### config.mk
export PLATFORM = sky130hd
export DESIGN_NAME = zip_gzip_header_stripper_top
export DESIGN_NICKNAME = d
export VERILOG_FILES = /design/src/hdl/gzhs_pkg.sv /design/src/hdl/gzhs_in_reg.sv /design/src/hdl/gzhs_parser.sv /design/src/hdl/gzhs_out_reg.sv /design/src/hdl/zip_gzip_header_stripper_top.sv
export SDC_FILE = /design/constraint.sdc
export NUM_CORES = 1
export LEC_CHECK = 0
export BUFFER_PORTS_ARGS = -buffer_cell sky130_fd_sc_hd__buf_2
export CORE_MARGIN = 4
export CORE_UTILIZATION = 45
export DETAILED_ROUTE_END_ITERATION = 8
export PLACE_DENSITY = 0.63
export SLEW_MARGIN = 20
export SYNTH_ARGS = -nofsm -noshare
export SYNTH_HDL_FRONTEND = slang
export SYNTH_SLANG_ARGS = --single-unit
export TNS_END_PERCENT = 20
### constraint.sdc
create_clock -name i_clk -period 7.4 [get_ports i_clk]
set_clock_uncertainty 0.2 [all_clocks]
set_input_delay 1.48 -clock i_clk [delete_from_list [all_inputs] [get_ports i_clk]]
set_output_delay 1.48 -clock i_clk [all_outputs]
set_load 0.02 [all_outputs]
### src/hdl/gzhs_pkg.sv
package gzhs_pkg;

    // Magic words, little-endian as they appear on the wire
    localparam logic [15:0] ZIP_MAGIC  = 16'h4b50;
    localparam logic [15:0] GZIP_MAGIC = 16'h8b1f;

    // Zip local header signature tail bytes
    localparam logic [7:0] ZIP_SIG2 = 8'h03;
    localparam logic [7:0] ZIP_SIG3 = 8'h04;

    // Last byte offset of the fixed header after the magic
    localparam logic [4:0] ZIP_HDR_LAST  = 5'd27;
    localparam logic [4:0] GZIP_HDR_LAST = 5'd7;

    // Zip header byte offsets
    localparam logic [4:0] ZOFS_SIG0   = 5'd0;
    localparam logic [4:0] ZOFS_SIG1   = 5'd1;
    localparam logic [4:0] ZOFS_FLAGS  = 5'd4;
    localparam logic [4:0] ZOFS_METH0  = 5'd6;
    localparam logic [4:0] ZOFS_METH1  = 5'd7;
    localparam logic [4:0] ZOFS_SIZE0  = 5'd16;
    localparam logic [4:0] ZOFS_SIZE3  = 5'd19;
    localparam logic [4:0] ZOFS_NAME0  = 5'd24;
    localparam logic [4:0] ZOFS_NAME1  = 5'd25;
    localparam logic [4:0] ZOFS_EXTRA0 = 5'd26;

    // Gzip header byte offsets
    localparam logic [4:0] GOFS_METH  = 5'd0;
    localparam logic [4:0] GOFS_FLAGS = 5'd1;

    // Compression methods
    localparam logic [15:0] METH_STORED  = 16'd0;
    localparam logic [15:0] METH_DEFLATE = 16'd8;
    localparam logic [15:0] METH_GZ_ALT  = 16'd9;

    // Flag bit positions
    localparam int ZFLAG_ENCRYPT  = 0;
    localparam int GFLAG_MULTI    = 1;
    localparam int GFLAG_EXTRA    = 2;
    localparam int GFLAG_NAME     = 3;
    localparam int GFLAG_COMMENT  = 4;
    localparam int GFLAG_ENCRYPT  = 5;

    // Result kinds
    localparam logic [1:0] KIND_DATA  = 2'd0;
    localparam logic [1:0] KIND_ERROR = 2'd1;
    localparam logic [1:0] KIND_EMPTY = 2'd2;

    // Error codes
    localparam logic [2:0] ERR_NONE      = 3'd0;
    localparam logic [2:0] ERR_MAGIC     = 3'd1;
    localparam logic [2:0] ERR_ZIP_HDR   = 3'd2;
    localparam logic [2:0] ERR_ZIP_METH  = 3'd3;
    localparam logic [2:0] ERR_GZ_METH   = 3'd4;
    localparam logic [2:0] ERR_MULTIPART = 3'd5;
    localparam logic [2:0] ERR_ENCRYPTED = 3'd6;
    localparam logic [2:0] ERR_GZ_SHORT  = 3'd7;

    // Parser phase
    typedef enum logic [3:0] {
        PH_MAG0     = 4'd0,
        PH_MAG1     = 4'd1,
        PH_ZHDR     = 4'd2,
        PH_ZNAME    = 4'd3,
        PH_ZEXTRA   = 4'd4,
        PH_ZDATA    = 4'd5,
        PH_GHDR     = 4'd6,
        PH_GXLEN    = 4'd7,
        PH_GXSKIP   = 4'd8,
        PH_GNAME    = 4'd9,
        PH_GCOMMENT = 4'd10,
        PH_GDATA    = 4'd11,
        PH_DRAIN    = 4'd12
    } t_phase;

    // Input request
    typedef struct packed {
        logic [7:0] in_byte;
        logic       end_of_stream;
    } t_item;

    // Result request
    typedef struct packed {
        logic [7:0] payload_byte;
        logic [1:0] kind;
        logic [2:0] error_code;
        logic       is_deflate;
        logic       is_gzip;
        logic       last;
    } t_result;

    // Handshake between the input register and the parser
    typedef struct packed {
        logic valid;
        logic take;
    } t_stage_ctl;

endpackage

### src/hdl/gzhs_in_reg.sv
module gzhs_in_reg
    import gzhs_pkg::*;
(
    input  logic       i_clk,
    input  logic       i_rst_n,
    input  logic       i_valid,
    output logic       o_stall,
    input  t_item      i_data,
    input  logic       i_take,
    output logic       o_valid,
    output t_item      o_data
);

    logic  r_valid;
    t_item r_data;

    // Hold a request until the parser takes it
    assign o_stall = r_valid && !i_take;
    assign o_valid = r_valid;
    assign o_data  = r_data;

    always_ff @(posedge i_clk) begin
        if (!i_rst_n) begin
            r_valid <= 1'b0;
        end else if (!o_stall) begin
            r_valid <= i_valid;
        end
    end

    always_ff @(posedge i_clk) begin
        if (i_valid && !o_stall) begin
            r_data <= i_data;
        end
    end

endmodule

### src/hdl/gzhs_parser.sv
module gzhs_parser
    import gzhs_pkg::*;
(
    input  logic       i_clk,
    input  logic       i_rst_n,
    input  t_stage_ctl i_ctl,
    input  t_item      i_item,
    output logic       o_res_valid,
    output t_result    o_res
);

    typedef struct packed {
        logic        done;
        t_phase      ph;
        logic        ld_skip;
        logic [15:0] skip;
    } t_zadv;

    // Next zip section after the fixed header (from=0), name (from=1) or extra (from=2)
    function automatic t_zadv zip_advance(input logic [1:0] from, input logic [15:0] nlen,
                                          input logic [15:0] xlen, input logic [31:0] pay,
                                          input t_phase cur);
        t_zadv a;
        a.done = 1'b0; a.ph = cur; a.ld_skip = 1'b0; a.skip = 16'd0;
        if (from < 2'd1 && nlen != 16'd0) begin
            a.ph = PH_ZNAME; a.ld_skip = 1'b1; a.skip = nlen;
        end else if (from < 2'd2 && xlen != 16'd0) begin
            a.ph = PH_ZEXTRA; a.ld_skip = 1'b1; a.skip = xlen;
        end else if (pay != 32'd0) begin
            a.ph = PH_ZDATA;
        end else begin
            a.done = 1'b1;
        end
        return a;
    endfunction

    // Next gzip section after the fixed header, extra, name or comment
    function automatic t_phase gzip_advance(input logic [1:0] from, input logic [7:0] flg);
        t_phase p;
        if (from < 2'd1 && flg[GFLAG_EXTRA]) begin
            p = PH_GXLEN;
        end else if (from < 2'd2 && flg[GFLAG_NAME]) begin
            p = PH_GNAME;
        end else if (from < 2'd3 && flg[GFLAG_COMMENT]) begin
            p = PH_GCOMMENT;
        end else begin
            p = PH_GDATA;
        end
        return p;
    endfunction

    t_phase      r_phase, n_phase;
    logic [4:0]  r_cnt, n_cnt;
    logic [7:0]  r_magic_low, n_magic_low;
    logic [7:0]  r_flag, n_flag;
    logic [15:0] r_method, n_method;
    logic [15:0] r_name_len, n_name_len;
    logic [15:0] r_extra_len, n_extra_len;
    logic [15:0] r_skip, n_skip;
    logic [31:0] r_pay, n_pay;
    logic        r_gz, n_gz;

    logic        take;
    logic [7:0]  b;
    logic        eos;
    logic        fail_en;
    logic [2:0]  fail_code;
    logic        fail_gz;
    logic        fall;
    t_zadv       za;
    logic        res_valid;
    t_result     res;

    assign take = i_ctl.valid && i_ctl.take;
    assign b    = i_item.in_byte;
    assign eos  = i_item.end_of_stream;

    // One step of the container parser per accepted byte
    always_comb begin
        n_phase     = r_phase;
        n_cnt       = r_cnt;
        n_magic_low = r_magic_low;
        n_flag      = r_flag;
        n_method    = r_method;
        n_name_len  = r_name_len;
        n_extra_len = r_extra_len;
        n_skip      = r_skip;
        n_pay       = r_pay;
        n_gz        = r_gz;
        fail_en     = 1'b0;
        fail_code   = ERR_NONE;
        fail_gz     = 1'b0;
        fall        = 1'b0;
        res_valid   = 1'b0;
        res         = '0;
        za          = '0;

        case (r_phase)
            PH_MAG0: begin
                n_magic_low = b;
                if (eos) begin
                    fail_en = 1'b1; fail_code = ERR_MAGIC;
                end else begin
                    n_phase = PH_MAG1;
                end
            end
            PH_MAG1: begin
                n_cnt = 5'd0;
                if ({b, r_magic_low} == ZIP_MAGIC) begin
                    n_gz = 1'b0; n_phase = PH_ZHDR;
                    if (eos) begin
                        fail_en = 1'b1; fail_code = ERR_ZIP_HDR;
                    end
                end else if ({b, r_magic_low} == GZIP_MAGIC) begin
                    n_gz = 1'b1; n_phase = PH_GHDR;
                    if (eos) begin
                        fail_en = 1'b1; fail_code = ERR_GZ_SHORT; fail_gz = 1'b1;
                    end
                end else begin
                    n_gz = 1'b0;
                    fail_en = 1'b1; fail_code = ERR_MAGIC;
                end
            end
            PH_ZHDR: begin
                if ((r_cnt == ZOFS_SIG0 && b != ZIP_SIG2) ||
                    (r_cnt == ZOFS_SIG1 && b != ZIP_SIG3)) begin
                    fail_en = 1'b1; fail_code = ERR_ZIP_HDR;
                end else begin
                    // capture header fields by offset
                    if (r_cnt == ZOFS_FLAGS) n_flag = b;
                    if (r_cnt == ZOFS_METH0) n_method[7:0] = b;
                    if (r_cnt == ZOFS_METH1) n_method[15:8] = b;
                    if (r_cnt >= ZOFS_SIZE0 && r_cnt <= ZOFS_SIZE3) begin
                        n_pay[{r_cnt[1:0], 3'b000} +: 8] = b;
                    end
                    if (r_cnt == ZOFS_NAME0) n_name_len[7:0] = b;
                    if (r_cnt == ZOFS_NAME1) n_name_len[15:8] = b;
                    if (r_cnt == ZOFS_EXTRA0) n_extra_len[7:0] = b;
                    if (r_cnt < ZIP_HDR_LAST) begin
                        n_cnt = r_cnt + 5'd1;
                        if (eos) begin
                            fail_en = 1'b1; fail_code = ERR_ZIP_HDR;
                        end
                    end else begin
                        n_extra_len[15:8] = b;
                        if (n_method != METH_STORED && n_method != METH_DEFLATE) begin
                            fail_en = 1'b1; fail_code = ERR_ZIP_METH;
                        end else if (n_flag[ZFLAG_ENCRYPT]) begin
                            fail_en = 1'b1; fail_code = ERR_ENCRYPTED;
                        end else begin
                            za = zip_advance(2'd0, n_name_len, n_extra_len, n_pay, r_phase);
                            if (za.done) begin
                                res_valid = 1'b1;
                                res = '{8'd0, KIND_EMPTY, ERR_NONE, (n_method != METH_STORED),
                                        1'b0, 1'b1};
                                n_phase = eos ? PH_MAG0 : PH_DRAIN;
                            end else begin
                                n_phase = za.ph;
                                if (za.ld_skip) n_skip = za.skip;
                                fall = 1'b1;
                            end
                        end
                    end
                end
            end
            PH_ZNAME, PH_ZEXTRA: begin
                n_skip = r_skip - 16'd1;
                fall = 1'b1;
                if (n_skip == 16'd0) begin
                    za = zip_advance((r_phase == PH_ZNAME) ? 2'd1 : 2'd2, r_name_len,
                                     r_extra_len, r_pay, r_phase);
                    if (za.done) begin
                        fall = 1'b0;
                        res_valid = 1'b1;
                        res = '{8'd0, KIND_EMPTY, ERR_NONE, (r_method != METH_STORED),
                                1'b0, 1'b1};
                        n_phase = eos ? PH_MAG0 : PH_DRAIN;
                    end else begin
                        n_phase = za.ph;
                        if (za.ld_skip) n_skip = za.skip;
                    end
                end
            end
            PH_ZDATA: begin
                if (r_pay != 32'd0) n_pay = r_pay - 32'd1;
                res_valid = 1'b1;
                res = '{b, KIND_DATA, ERR_NONE, (r_method != METH_STORED), 1'b0,
                        (eos || r_pay <= 32'd1)};
                if (eos || r_pay <= 32'd1) n_phase = eos ? PH_MAG0 : PH_DRAIN;
            end
            PH_GHDR: begin
                if (r_cnt == GOFS_METH) n_method = {8'd0, b};
                if (r_cnt == GOFS_FLAGS) n_flag = b;
                if (r_cnt < GZIP_HDR_LAST) begin
                    n_cnt = r_cnt + 5'd1;
                    if (eos) begin
                        fail_en = 1'b1; fail_code = ERR_GZ_SHORT; fail_gz = 1'b1;
                    end
                end else if (n_method != METH_DEFLATE && n_method != METH_GZ_ALT) begin
                    fail_en = 1'b1; fail_code = ERR_GZ_METH; fail_gz = 1'b1;
                end else if (n_flag[GFLAG_MULTI]) begin
                    fail_en = 1'b1; fail_code = ERR_MULTIPART; fail_gz = 1'b1;
                end else if (n_flag[GFLAG_ENCRYPT]) begin
                    fail_en = 1'b1; fail_code = ERR_ENCRYPTED; fail_gz = 1'b1;
                end else begin
                    n_phase = gzip_advance(2'd0, n_flag);
                    if (n_phase == PH_GXLEN) n_cnt = 5'd0;
                    fall = 1'b1;
                end
            end
            PH_GXLEN: begin
                fall = 1'b1;
                if (r_cnt == 5'd0) begin
                    n_extra_len = {8'd0, b};
                    n_cnt = 5'd1;
                end else begin
                    n_extra_len[15:8] = b;
                    if (n_extra_len != 16'd0) begin
                        n_phase = PH_GXSKIP; n_skip = n_extra_len;
                    end else begin
                        n_phase = gzip_advance(2'd1, r_flag);
                    end
                end
            end
            PH_GXSKIP: begin
                fall = 1'b1;
                n_skip = r_skip - 16'd1;
                if (n_skip == 16'd0) n_phase = gzip_advance(2'd1, r_flag);
            end
            PH_GNAME: begin
                fall = 1'b1;
                if (b == 8'd0) n_phase = gzip_advance(2'd2, r_flag);
            end
            PH_GCOMMENT: begin
                fall = 1'b1;
                if (b == 8'd0) n_phase = gzip_advance(2'd3, r_flag);
            end
            PH_GDATA: begin
                res_valid = 1'b1;
                res = '{b, KIND_DATA, ERR_NONE, 1'b1, 1'b1, eos};
                if (eos) n_phase = PH_MAG0;
            end
            default: begin
                // drain to end of stream
                if (eos) n_phase = PH_MAG0;
            end
        endcase

        // Error result closes the stream
        if (fail_en) begin
            res_valid = 1'b1;
            res = '{8'd0, KIND_ERROR, fail_code, 1'b0, fail_gz, 1'b1};
            n_phase = eos ? PH_MAG0 : PH_DRAIN;
        end else if (fall && eos) begin
            // stream ended inside the header sections
            res_valid = 1'b1;
            res = '{8'd0, KIND_EMPTY, ERR_NONE, (r_gz || n_method != METH_STORED), r_gz, 1'b1};
            n_phase = PH_MAG0;
        end
    end

    assign o_res_valid = take && res_valid;
    assign o_res       = res;

    // Control state
    always_ff @(posedge i_clk) begin
        if (!i_rst_n) begin
            r_phase <= PH_MAG0;
            r_cnt   <= 5'd0;
            r_gz    <= 1'b0;
        end else if (take) begin
            r_phase <= n_phase;
            r_cnt   <= n_cnt;
            r_gz    <= n_gz;
        end
    end

    // Header fields
    always_ff @(posedge i_clk) begin
        if (!i_rst_n) begin
            r_magic_low <= 8'd0;
            r_flag      <= 8'd0;
            r_method    <= 16'd0;
            r_name_len  <= 16'd0;
            r_extra_len <= 16'd0;
            r_skip      <= 16'd0;
            r_pay       <= 32'd0;
        end else if (take) begin
            r_magic_low <= n_magic_low;
            r_flag      <= n_flag;
            r_method    <= n_method;
            r_name_len  <= n_name_len;
            r_extra_len <= n_extra_len;
            r_skip      <= n_skip;
            r_pay       <= n_pay;
        end
    end

    a_err_last: assert property (@(posedge i_clk) disable iff (!i_rst_n)
        o_res_valid && o_res.kind == KIND_ERROR |-> o_res.last && !o_res.is_deflate)
        else $error("error result not marked last");

    a_drain_quiet: assert property (@(posedge i_clk) disable iff (!i_rst_n)
        take && r_phase == PH_DRAIN |-> !o_res_valid)
        else $error("result emitted while draining");

    a_eos_restart: assert property (@(posedge i_clk) disable iff (!i_rst_n)
        take && eos |=> r_phase == PH_MAG0)
        else $error("stream end did not return to magic");

    a_data_code: assert property (@(posedge i_clk) disable iff (!i_rst_n)
        o_res_valid && o_res.kind != KIND_ERROR |-> o_res.error_code == ERR_NONE)
        else $error("error code on non-error result");

endmodule

### src/hdl/gzhs_out_reg.sv
module gzhs_out_reg
    import gzhs_pkg::*;
(
    input  logic    i_clk,
    input  logic    i_rst_n,
    input  logic    i_load,
    input  t_result i_res,
    output logic    o_ready,
    output logic    o_valid,
    input  logic    i_stall,
    output t_result o_data
);

    logic    r_valid;
    t_result r_data;

    // Register is free when empty or being taken this cycle
    assign o_ready = !r_valid || !i_stall;
    assign o_valid = r_valid;
    assign o_data  = r_data;

    always_ff @(posedge i_clk) begin
        if (!i_rst_n) begin
            r_valid <= 1'b0;
        end else if (o_ready) begin
            r_valid <= i_load;
        end
    end

    always_ff @(posedge i_clk) begin
        if (o_ready && i_load) begin
            r_data <= i_res;
        end
    end

endmodule

### src/hdl/zip_gzip_header_stripper_top.sv
// Zip / gzip container header stripper.
// Input channel: one container byte per request (in_byte, end_of_stream),
//   taken when i_in_valid is high and o_in_stall is low.
// Output channel: zero or one result per input byte (payload byte, empty
//   end or error code), offered on o_out_valid, taken when i_out_stall is low.
// Headers are parsed and skipped; payload bytes pass through tagged as
//   stored or deflate. Errors and empty ends carry last and close the stream;
//   remaining bytes are dropped up to end_of_stream.
// A taken byte sits in the input register; the combinational parser step
//   then loads its result, if any, into the result register.
// Throughput: one byte per cycle while the result register can accept; the
//   combinational parser step updates all header state between the two registers.
// While a held result is stalled, an empty input register still takes one byte;
//   o_in_stall is high whenever it holds a byte, until the result is drained.
// Reset (synchronous, active low) empties both registers and returns the
//   parser to the first magic byte with all header fields cleared.
module zip_gzip_header_stripper_top
    import gzhs_pkg::*;
(
    input  logic    i_clk,
    input  logic    i_rst_n,
    input  logic    i_in_valid,
    output logic    o_in_stall,
    input  t_item   i_in_data,
    output logic    o_out_valid,
    input  logic    i_out_stall,
    output t_result o_out_data
);

    t_stage_ctl ctl;
    logic       stage_valid;
    t_item      stage_item;
    logic       out_ready;
    logic       res_valid;
    t_result    res;

    gzhs_in_reg u_in_reg (
        .i_clk   (i_clk),
        .i_rst_n (i_rst_n),
        .i_valid (i_in_valid),
        .o_stall (o_in_stall),
        .i_data  (i_in_data),
        .i_take  (out_ready),
        .o_valid (stage_valid),
        .o_data  (stage_item)
    );

    // Parser advances when the input register holds a byte and the result register can accept
    assign ctl = '{valid: stage_valid, take: out_ready};

    gzhs_parser u_parser (
        .i_clk       (i_clk),
        .i_rst_n     (i_rst_n),
        .i_ctl       (ctl),
        .i_item      (stage_item),
        .o_res_valid (res_valid),
        .o_res       (res)
    );

    gzhs_out_reg u_out_reg (
        .i_clk   (i_clk),
        .i_rst_n (i_rst_n),
        .i_load  (res_valid),
        .i_res   (res),
        .o_ready (out_ready),
        .o_valid (o_out_valid),
        .i_stall (i_out_stall),
        .o_data  (o_out_data)
    );

endmodule
Word level (Yosys, flattened, before mapping). Index checks and enable logic that the tools add are counted. Widths: inputs -> output; s select.

Register bits after elaboration: 147. Input port bits: 13. Output and inout port bits: 18. Logic and storage cells: 339.

$add $sub $neg: 4. Order comparisons: 7. Eq/ne operators: 61. Shift operators: 2. Muxes and demuxes: 186. Bitwise logic cells: 1. Reduce and logical (&&, ||, !) cells: 56.

Operators by type and width (number): $mux 16 (20); $mux 21 (9); $mux 8 (21); $mux 32 (5); $mux 4 (36); $pmux 16 s4 (2); $reduce_bool 16->1 (8); $pmux 16 s2 (2); $pmux 32 s2 (1); $reduce_bool 32->1 (2); $mux 1 (51); $ne 16x4->1 const B (3); $mux 6 (7); $mux 5 (8); $pmux 4 s10 (1); $ne 4x3->1 const B (9); $mux 17 (2); $mux 3 (11); $bwmux 32 (1); $le 32x1->1 const B (1); $shift 8x7->32 const A (1); $shiftx 8x7->32 (1); $sub 32x1->32 const B (1); $eq 4x3->1 const B (5); other kinds (54) (109).

Depth between registers and ports, before layout. Gate-level depths: netlist of the first run.

Word-level depth: 26. Mapped depth: 14. Depth with buffers taken out: 10.

Modules after synthesis. Synthesis of the first run repeated with hierarchy kept, for this count alone.

Cells, all modules: 1247. Area total of the unflattened synthesis: 9501.6 um^2.

By module, submodules not included: gzhs_parser (times used 1, cells each 1213, area each 8662.1 um^2, sequential area each 2402.3 um^2); gzhs_out_reg (times used 1, cells each 21, area each 521.8 um^2, sequential area each 500.5 um^2); gzhs_in_reg (times used 1, cells each 13, area each 317.8 um^2, sequential area each 290.3 um^2).

Worst setup path after synthesis of the first run. OpenSTA, ideal clock, no wires.

Path kind: register -> register. Start: reg u_parser.r_cnt[0]. End: reg u_out_reg.r_data, in the netlist u_out_reg.o_data[0], enable pin. Arrival time: 3.126 ns. Setup slack: 3.701 ns. Cell stages (with the launch flop): 13. Path buffers: 2. Clock period less this slack: 3.699 ns. Cell sequence: dfxtp_1 -> clkbuf_1 -> inv_1 -> ha_1 -> nor4bb_1 -> buf_2 -> mux2i_1 -> or4_1 -> nor4_1 -> o31ai_1 -> and4b_1 -> nand3_1 -> o21a_1.

Cells in the longest elaborated chain, start to end: 26. Elaborated cells between the ends (all ways): 92. Classes of those cells: add/sub (1); order compare (4); eq/ne (10); shift (2); mux (61); reduce/logical (14).

RTL lines: start: declaration (RTL line gzhs_parser.sv:53) `logic [4:0] r_cnt, n_cnt;`; start signal: assignment (RTL line gzhs_parser.sv:273) `r_cnt <= n_cnt;`; $neg 5->7 (RTL line gzhs_parser.sv:134) `n_pay[{r_cnt[1:0], 3'b000} +: 8] = b;`; $shiftx 8x7->32 or $shift 8x7->32 (tied branches) (RTL line gzhs_parser.sv:134); $bwmux 32 (RTL line gzhs_parser.sv:134); $mux 32 (RTL line gzhs_parser.sv:133) `if (r_cnt >= ZOFS_SIZE0 && r_cnt <= ZOFS_SIZE3) begin`; $mux 32 (RTL line gzhs_parser.sv:125) `if ((r_cnt == ZOFS_SIG0 && b != ZIP_SIG2) ||`; $mux 32 (RTL line gzhs_parser.sv:98) `case (r_phase)`; $reduce_bool 32->1 (RTL line gzhs_parser.sv:29) `end else if (pay != 32'd0) begin`; $mux 1 (RTL line gzhs_parser.sv:29); [10 not listed]; $mux 1 (RTL line gzhs_parser.sv:139) `if (r_cnt < ZIP_HDR_LAST) begin`; $mux 1 (RTL line gzhs_parser.sv:125); $pmux 1 s4 (RTL line gzhs_parser.sv:98); $logic_and 1x1->1 (RTL line gzhs_parser.sv:254) `end else if (fall && eos) begin`; $mux 1 (RTL line gzhs_parser.sv:254); $mux 1 * (RTL line gzhs_parser.sv:250) `if (fail_en) begin`; $logic_and 1x1->1 * (RTL line gzhs_parser.sv:262) `assign o_res_valid = take && res_valid;`; $logic_and 1x1->1 * (RTL line gzhs_out_reg.sv:31) `if (o_ready && i_load) begin`; end signal: assignment (RTL line gzhs_out_reg.sv:32) `r_data <= i_res;`; end: declaration (RTL line gzhs_out_reg.sv:15) `t_result r_data;`.

Mark *: on every way between the ends. The rest lies on a longest branch, timed or not. The select of a mux whose other input is x is not followed. A chain may end at the register's enable or synchronous reset.

Final worst setup path of the first run.
Start: reg u_parser.r_cnt[0]. End: reg u_out_reg.r_data, in the netlist u_out_reg.o_data[3], enable pin.

Same word-level chain as after synthesis.

==> impl_metrics.tcl, run 1 <==
set metrics [dict create \
    status "complete, no violations" \
    synthCells 1270 \
    gr-total-overflow 0 \
    final_core_util_pct 49.8 \
    slowest_stage "nand4b_1" \
    synthArstFlopShare_pct 0 \
    yosysUniqueCellTypes 93 \
    synth_top_family_by_area "simple AND/OR/NAND/NOR gates" \
    slew-limit-headroom_pct 28.6 \
    max_freq_mhz 203 \
    antenna_found_initial 0 \
    ff2ff_path_depth 10 \
    hold_violations 0 \
    vias 10082 \
    portBuffers 30 \
    drt_iter0_markers 1036 \
    leakage_nw 4.07 \
    avgSynthCellArea_um2 7.81 \
    max_stage_delay_ns 0.61 \
    cts_setup_buffers 0 \
    grt_max_degree 61 \
    place_inst 1506 \
    fin_crit_ns 4.93 \
    worstHoldPathType "reg -> reg" \
    setup-tns-final_ns 0 \
    cp_cell_sequence "inv_1, ha_1, nand4b_1, or3_1, a22oi_1, nand4bb_1, o31ai_1, and4b_1, nand3_1, o21a_1" \
    powerDensity_nw_per_um2 198 \
    synth_nets 1292 \
    grt_pass1_vias 9184 \
    endpoint "u_out_reg.o_data[3]$_SDFFCE_PN0P_" \
    synth_edf_count 25 \
    die_w_um 156 \
    nets 1267 \
    grt.total_usage_pct 26.9 \
    synth_top_area_share_pct 24.6 \
    synthAdderAreaFrac_pct 1.14 \
    drv_slew 0 \
    grt_pass1_wl_um 52300 \
    cts_tree "built" \
    synth_common_cells "nor2_1 (160), dfxtp_1 (122), nand2_1 (108)" \
    start_util_pct 45.6 \
    worstSetupStartpoint "u_parser.r_cnt[0]$_SDFFE_PN0P_" \
    fin_crit_sh_pct 66.6 \
    drive_above_1_share_pct 10.1 \
    hpwlAfterDp_um 22500 \
    end_kind "flip-flop" \
    cp.required_ns 7.25 \
    start_kind "flip-flop" \
    synth_ff_type "dfxtp_1" \
    area_growth_pct 9.13 \
    clockBufferDepth 2 \
    postRouteWirelength_um 33200 \
    clk_pin_slew_worst_paths_ns 0.06 \
    synth-compound-area-share_pct 25.6 \
    die_h_um 156 \
    drt_pass1_iterations 6 \
    worstSetupPathType "reg -> reg" \
    worstSkewPairLatency_ns 0.44 \
    arrival_ns 4.78 \
    yosys_warnings 0 \
    drc 0 \
    cts_root_buf "clkbuf_16" \
    viasPerCell 6.56 \
    r2r_slack_ns 2.47 \
    fin_cells 1538 \
    diodes 0 \
    wl_per_cell_um 21.6 \
    rsz0062_at_grt "false" \
    worstReg2RegEnd "u_out_reg.o_data[3]$_SDFFCE_PN0P_" \
    io_pins 31 \
    htree_num_levels 4 \
    cts_buffers 17 \
    cts_hold_buf 0 \
    gp_congestion 1.01 \
    worst_pin_slew_ns 1.07 \
    r2r-start "u_parser.r_cnt[0]$_SDFFE_PN0P_" \
    power.total_w 0.00214 \
    synthMuxAreaShare_pct 7.13 \
    synth-seq-cells 147 \
    synth_xor_area_share_pct 0.883 \
    synth_most_common_cell "nor2_1" \
    synth_area_leaders "dfxtp_1 (25%), edfxtp_1 (7.6%), mux2i_1 (6.6%)" \
    yosys.area_share.simple_pct 28.0 \
    core_um2 21800 \
    synth.cell_area_um2 9920 \
    finalSetupViolCount 0 \
    final_antenna_net_count 0 \
    rows 54 \
    cts_resized 0 \
    clock_sinks 147 \
    ir_drop_mv 0.126 \
    cap_violations 0 \
    crit_path_max_fanout 16 \
    synth_area_leader_cell "dfxtp_1" \
    fp.dieArea_um2 24500 \
    synth_seq_area_share_pct 32.2 \
]
[how the worst min path moves through the flow]
| stage | startpoint | endpoint | slack (ns) | depth (start not counted) |
|---|---|---|---|---|
| 2_1_floorplan | u_parser.r_extra_len[11]$_SDFFE_PN0P_ | u_parser.r_extra_len[11]$_SDFFE_PN0P_ | 0.24 | 2 |
| 3_3_place_gp | u_parser.r_extra_len[8]$_SDFFE_PN0P_ | u_parser.r_extra_len[8]$_SDFFE_PN0P_ | 0.26 | 2 |
| 3_5_place_dp | u_parser.r_extra_len[8]$_SDFFE_PN0P_ | u_parser.r_extra_len[8]$_SDFFE_PN0P_ | 0.27 | 2 |
| 4_1_cts | u_parser.r_extra_len[14]$_SDFFE_PN0P_ | u_parser.r_extra_len[14]$_SDFFE_PN0P_ | 0.29 | 2 |
| 5_1_grt | u_parser.r_extra_len[11]$_SDFFE_PN0P_ | u_parser.r_extra_len[11]$_SDFFE_PN0P_ | 0.30 | 2 |
| 6_report | u_parser.r_extra_len[14]$_SDFFE_PN0P_ | u_parser.r_extra_len[14]$_SDFFE_PN0P_ | 0.28 | 2 |
[worst max-delay path: cells and delay by family (launching register included)]
kind	cells	cell delay, ns
AO/OA/AOI/OAI	3	1.20
adder cells (fa/ha/maj)	1	0.51
AND/OR/NAND/NOR	5	1.99
buffers and inverters	1	0.21
flip-flops	1	0.43
[where the power goes]
group	total, W	switching [W]	internal [W]
Clock	0.000918	0.000382	0.000536
Combinational	0.000354	0.000233	0.000122
Sequential	0.000867	0.0000322	0.000835
[sequential cells by signal (all words and copies together), names as in the netlist, 4 cells and up]
signal	count
u_parser.r_pay	32
u_parser.r_method	16
u_parser.r_cnt	5
u_parser.r_phase	4
u_out_reg.o_data	16
u_parser.r_flag	6
u_parser.r_extra_len	16
u_parser.r_skip	16
u_parser.r_name_len	16
u_in_reg.o_data	9
u_parser.r_magic_low	8
[routing by layer]
metal | share of wire, % | GRT usage, %
met3 | 7.3 | 4.31
met2 | 45 | 41.3
met5 | 0 | 0
met4 | 2.9 | 9.79
met1 | 45 | 38.2
[cell usage in the layout, fill, tap and decap left out, types with 19 or more instances in the layout]
master / instances
a211oi_1: 37
a21oi_1: 103
a221oi_1: 19
buf_2: 30
buf_4: 25
dfxtp_1: 122
edfxtp_1: 25
inv_1: 25
mux2i_1: 65
nand2_1: 108
nand3_1: 44
nor2_1: 160
nor3_1: 31
nor4_1: 31
o21ai_0: 61
or4_1: 19
[metrics by stage]
step	area [um2]	hold WS, ns	setup WS, ns
floorplan	9920	0.245	3.70
global placement	10200	0.262	2.79
detailed placement	10200	0.274	2.58
CTS	10800	0.285	2.57
global route	10800	0.296	2.06
finish	10800	0.283	2.47
[area by class of cell]
class	count	area (um2)
Clock buffer	18	429
Clock inverter	14	178
Fill cell	2135	10900
Inverter	27	103
Multi-Input combinational cell	997	6230
Sequential cell	147	3190
Tap cell	280	350
Timing Repair Buffer	55	338
[logic make-up (layout without fill, tap and decap cells)]
| logic type | count (synthesis) | in the layout |
|---|---|---|
| buffers and inverters | 126 | 114 |
| AO/OA/AOI/OAI | 378 | 378 |
| flip-flops | 147 | 147 |
| multiplexers | 70 | 70 |
| XOR/XNOR | 10 | 10 |
| adder cells (fa/ha/maj) | 9 | 9 |
| AND/OR/NAND/NOR | 530 | 530 |
No activity file was read; power rests on OpenSTA's default activity.
==> run 2: changes to the inputs <==
PLACE_DENSITY = 0.65   (was 0.63)
clock period = 4.5 ns   (was 7.4 ns; I/O delays follow)
==> run 2 against run 1 <==
Compared with the run above:
- core utilization increased by 1.2 points
- global-route usage increased by 0.81 points
- via count increased by 2.5%
- non-clock buffer count increased by 37
- cell area increased by 2.4%
- count of clock-buffer cells in the layout decreased by 1
- register-to-register slack got worse by 2.0 ns
- flip-flop and latch count unchanged
- combinational power increased by 72%
- sequential share of layout area decreased by 0.69 points
- critical path type unchanged
- highest routed layer is now met5
==> impl_metrics.tcl, run 2 (synthesis results as in run 1) <==
set metrics [dict create \
    ir_drop_mv 0.240 \
    worstSkewPairLatency_ns 0.43 \
    portBuffers 30 \
    cp.required_ns 4.37 \
    gr-total-overflow 0 \
    htree_num_levels 4 \
    status "complete, no violations" \
    cts_root_buf "clkbuf_16" \
    top_register "u_parser.r_pay" \
    leakage_nw 4.23 \
    fin_crit_ns 4.04 \
    largest_reg_flops 32 \
    clock_sinks 147 \
    antenna_found_initial 1 \
    power.total_w 0.00342 \
    gp_congestion 0.971 \
    setup-tns-final_ns 0 \
    end_kind "flip-flop" \
    hold_ws_ns 0.276 \
    clockBufferDepth 2 \
    die_w_um 156 \
    drc 0 \
    p_sw_w 0.00110 \
    postRouteWirelength_um 34100 \
    core_um2 21800 \
    fin_crit_sh_pct 89.8 \
    arrival_ns 3.91 \
    fp.dieArea_um2 24500 \
    rsz0062_at_grt "false" \
    cts_buffers 17 \
    grt.total_usage_pct 27.7 \
    hold_violations 0 \
    worst_pin_slew_ns 1.15 \
    vias 10334 \
    grt_pass1_wl_um 54100 \
    hpwlAfterDp_um 24000 \
    fin_ws_ns 0.460 \
    powerDensity_nw_per_um2 308 \
    drt_pass1_iterations 5 \
    nets 1304 \
    max_freq_mhz 248 \
    swShare_pct 32.1 \
    drt_iter0_markers 1350 \
    diodes 0 \
    start_util_pct 45.6 \
    final_antenna_net_count 0 \
    final_core_util_pct 50.9 \
    final_cell_mix "nor2_1 (160), dfxtp_1 (122), nand2_1 (108), a21oi_1 (103), mux2i_1 (65)" \
    io_pins 31 \
    cap_violations 0 \
    p_comb_share_pct 17.8 \
    crit_path_max_fanout 16 \
    rows 54 \
    cts_setup_buffers 0 \
    clkPwrFrac_pct 40.8 \
    die_h_um 156 \
    drive_above_1_share_pct 13.0 \
    seqPwrFrac_pct 41.4 \
    worstSetupPathType "reg -> reg" \
    n_fill_cell 2101 \
    area_growth_pct 11.7 \
    grt_pass1_vias 9516 \
    grt_max_degree 48 \
    viasPerCell 6.56 \
    drv_slew 0 \
    start_kind "flip-flop" \
    pre_cts_slack_ns 0.315 \
    cts_tree "built" \
    slew-limit-headroom_pct 22.8 \
    worstHoldPathType "reg -> reg" \
    clk_pin_slew_worst_paths_ns 0.07 \
    finalSetupViolCount 0 \
    final_common_cell "nor2_1" \
    p_int_w 0.00232 \
    wl_per_cell_um 21.6 \
]
run 2: cell types whose count changed in the layout (fill, tap and decap cells not counted), sizes merged:
cell / delta
inv: +3
bufinv: -3
clkbuf: -1
clkinvlp: +1
buf: +37
run 2: worst max-delay path, cell delays in order (launching register included):
cell	delay, ns
dfxtp_1	0.48
ha_1	0.23
nor4bb_1	0.57
mux2i_1	0.20
or4_1	0.57
nor4_1	0.36
o31ai_1	0.21
and4b_1	0.27
nand3_1	0.13
o21a_2	0.46
run 2: power by group through the flow:
stage | logic [W] | registers (W) | clock network, W
2_1_floorplan | 0.000417 | 0.00143 | 0
3_3_place_gp | 0.000591 | 0.00144 | 0
3_5_place_dp | 0.000592 | 0.00144 | 0
4_1_cts | 0.000595 | 0.00141 | 0.00142
5_1_grt | 0.000661 | 0.00142 | 0.00148
6_report | 0.000610 | 0.00141 | 0.00139
run 2: layout make-up:
class                      instances  area [um2]  area share (%)
timing repair buffer              92         628            5.67
clock buffer                      17         425            3.84
sequential                       147        3190            28.8
inverter                          27         101           0.915
clock inverter                    15         146            1.32
multi-input combinational        997        6240            56.3
tap                              280         350            3.16
run 2: metal layers:
layer	vias up	GRT usage [%]	share of wire (%)
li1	4801	-	-
met1	4941	38.9	43
met2	510	42.3	45
met4	2	9.92	3.2
met5	-	0	0.038
met3	80	5.70	8.9
run 2: timing repair:
item | in CTS | in global routing
endpoints found under the setup margin | 0 | 16
resized for setup | 0 | 1
hold buffers | 0 | 0
run 2: final timing paths:
check,start,end,slack (ns),cells past startpoint
setup reg to reg,u_parser.r_cnt[1]$_SDFFE_PN0P_,u_out_reg.o_data[10]$_SDFFCE_PP0P_,0.46,9
hold reg to reg,u_parser.r_extra_len[11]$_SDFFE_PN0P_,u_parser.r_extra_len[11]$_SDFFE_PN0P_,0.28,2
setup / recovery,u_parser.r_cnt[1]$_SDFFE_PN0P_,u_out_reg.o_data[10]$_SDFFCE_PP0P_,0.46,9
hold / removal,u_parser.r_extra_len[11]$_SDFFE_PN0P_,u_parser.r_extra_len[11]$_SDFFE_PN0P_,0.28,2
run 2: through the flow:
stage	std cells	area [um2]
final	1575	11100
after global routing	1575	11100
after CTS	1575	11100
after detailed placement	1543	10500
after global placement	1543	10500
after floorplan	1270	9920
==> run 3: changes to the inputs <==
CORE_UTILIZATION = 57   (was 45)
PLACE_DENSITY = 0.79   (was 0.65)
==> run 3 against run 2 <==
Compared with the run above:
- global-route usage increased by 5.8 points
- worst hold slack got worse by 0.0031 ns
- largest power group is now clock
- total power increased by 6.1%
- non-clock buffer count decreased by 3
- maximum frequency decreased by 2.3%
==> impl_metrics.tcl, run 3 (synthesis results as in run 1) <==
set metrics [dict create \
    top_register "u_parser.r_pay" \
    htree_num_levels 4 \
    cap_violations 0 \
    hpwlAfterDp_um 23300 \
    die_h_um 140 \
    grt_pass1_wl_um 53400 \
    gr-usage-met3_pct 7.63 \
    gr-total-overflow 0 \
    status "complete, no violations" \
    slew-limit-headroom_pct 23.2 \
    grt.total_usage_pct 33.5 \
    rows 47 \
    gr-usage-met2_pct 53.0 \
    setup-tns-final_ns 0 \
    end_kind "flip-flop" \
    hold-path-endpoint "u_parser.r_extra_len[9]$_SDFFE_PN0P_" \
    fp.dieArea_um2 19600 \
    hold_path_depth 2 \
    diodes 0 \
    ff2ff_path_depth 11 \
    r2r_slack_ns 0.36 \
    drt_pass1_iterations 7 \
    gp_congestion 1.09 \
    dpl_cell_area_um2 10400 \
    vias 10542 \
    drive_above_1_share_pct 12.7 \
    cts_tree "built" \
    die_w_um 140 \
    antenna_found_initial 0 \
    r2r-start "u_parser.r_cnt[0]$_SDFFE_PN0P_" \
    drc 0 \
    design_area_um2 11100 \
    worst_pin_slew_ns 1.15 \
    crit_path_max_fanout 16 \
    worstHoldPathType "reg -> reg" \
    powerDensity_nw_per_um2 328 \
    worstSetupStartpoint "u_parser.r_cnt[0]$_SDFFE_PN0P_" \
    regArea_um2 3190 \
    cts_root_buf "clkbuf_16" \
    arrival_ns 4.07 \
    hold_violations 0 \
    area_growth_pct 11.5 \
    final_common_cell "nor2_1" \
    io_pins 31 \
    cp.required_ns 4.43 \
    met1_usage_pct 44.9 \
    worstReg2RegEnd "u_out_reg.o_data[12]$_SDFFCE_PP0P_" \
    ir_drop_mv 0.384 \
    viasPerCell 6.97 \
    clk_pin_slew_worst_paths_ns 0.06 \
    max_freq_mhz 242 \
    busiest_layer "met2" \
    drt_iter0_markers 1460 \
    postRouteWirelength_um 33400 \
    largest_reg_flops 32 \
    grt_pass1_vias 9687 \
    wl_per_cell_um 22.1 \
    portBuffers 30 \
    final_antenna_net_count 0 \
    drv_slew 0 \
    worstSetupPathType "reg -> reg" \
    fin_crit_ns 4.14 \
    n_fill_cell 1433 \
    core_um2 16800 \
    leakage_nw 4.26 \
    start_kind "flip-flop" \
    finalSetupViolCount 0 \
    clockBufferDepth 2 \
    final_cell_mix "nor2_1 (160), dfxtp_1 (122), nand2_1 (108), a21oi_1 (103), mux2i_1 (65)" \
    multiInputGateArea_um2 6230 \
    grt_max_degree 70 \
    fin_crit_sh_pct 91.9 \
    rsz0062_at_grt "false" \
    nets 1301 \
    worstSkewPairLatency_ns 0.43 \
    clock_sinks 147 \
    start_util_pct 59.0 \
    cts_buffers 17 \
    worstHoldStart "u_parser.r_extra_len[9]$_SDFFE_PN0P_" \
]
[run 3: area by class of cell]
| type | count | area share, % |
|---|---|---|
| flip-flops and latches | 147 | 28.9 |
| multi-input cells | 997 | 56.4 |
| repair buffers | 89 | 5.36 |
| well taps | 220 | 2.49 |
| clock buffers | 19 | 4.20 |
| inverters | 27 | 0.917 |
| clock inverters | 13 | 1.77 |
[run 3: worst max-delay path: stages, from the launching register on]
cell       delay [ns]
dfxtp_1          0.58
inv_1            0.20
ha_1             0.41
nor4b_2          0.19
buf_4            0.19
and4b_1          0.20
nor4_1           0.27
o2111ai_1        0.25
o31ai_1          0.48
and4b_1          0.35
nand3_1          0.14
o21a_2           0.38
[run 3: how the worst max path moves through the flow]
| stage | endpoint | depth (start not counted) |
|---|---|---|
| floorplan | u_out_reg.o_data[0]$_SDFFCE_PP1P_ | 12 |
| global placement | u_out_reg.o_data[8]$_SDFFCE_PP0P_ | 9 |
| detailed placement | u_out_reg.o_data[13]$_SDFFCE_PP0P_ | 9 |
| CTS | u_out_reg.o_data[1]$_DFFE_PP_ | 9 |
| global route | u_out_reg.o_data[1]$_DFFE_PP_ | 11 |
| finish | u_out_reg.o_data[12]$_SDFFCE_PP0P_ | 11 |
[run 3: per-stage QoR]
step / worst slack [ns] / util, % / hold WS (ns) / power [W] / cells
after floorplan: 0.801 / - / 0.245 / 0.00185 / 1270
after global placement: 0.447 / 61.8 / 0.262 / 0.00202 / 1480
after detailed placement: 0.264 / 61.8 / 0.263 / 0.00203 / 1480
after CTS: 0.210 / 65.7 / 0.272 / 0.00360 / 1512
after global routing: 0.167 / 65.7 / 0.289 / 0.00375 / 1512
final: 0.364 / 65.7 / 0.273 / 0.00362 / 1512
[run 3: timing repair]
item / CTS / global route
resized for setup: 0 / 1
setup buffers: 0 / 0
endpoints found under the setup margin: 0 / 16
hold buffers: 0 / 0
[run 3: power breakdown]
part / internal, W / total [W] / switching [W]
sequential: 0.00137 / 0.00141 / 0.0000409
combinational: 0.000214 / 0.000609 / 0.000395
clock: 0.000986 / 0.00160 / 0.000616
[run 3: layer usage]
layer  wire (um)  part of all wire [%]  vias up
met5           0                     0        -
li1            -                     -     4786
met1       13200                    40     4932
met4        1130                   3.4        0
met2       15400                    46      715
met3        3650                    11      109
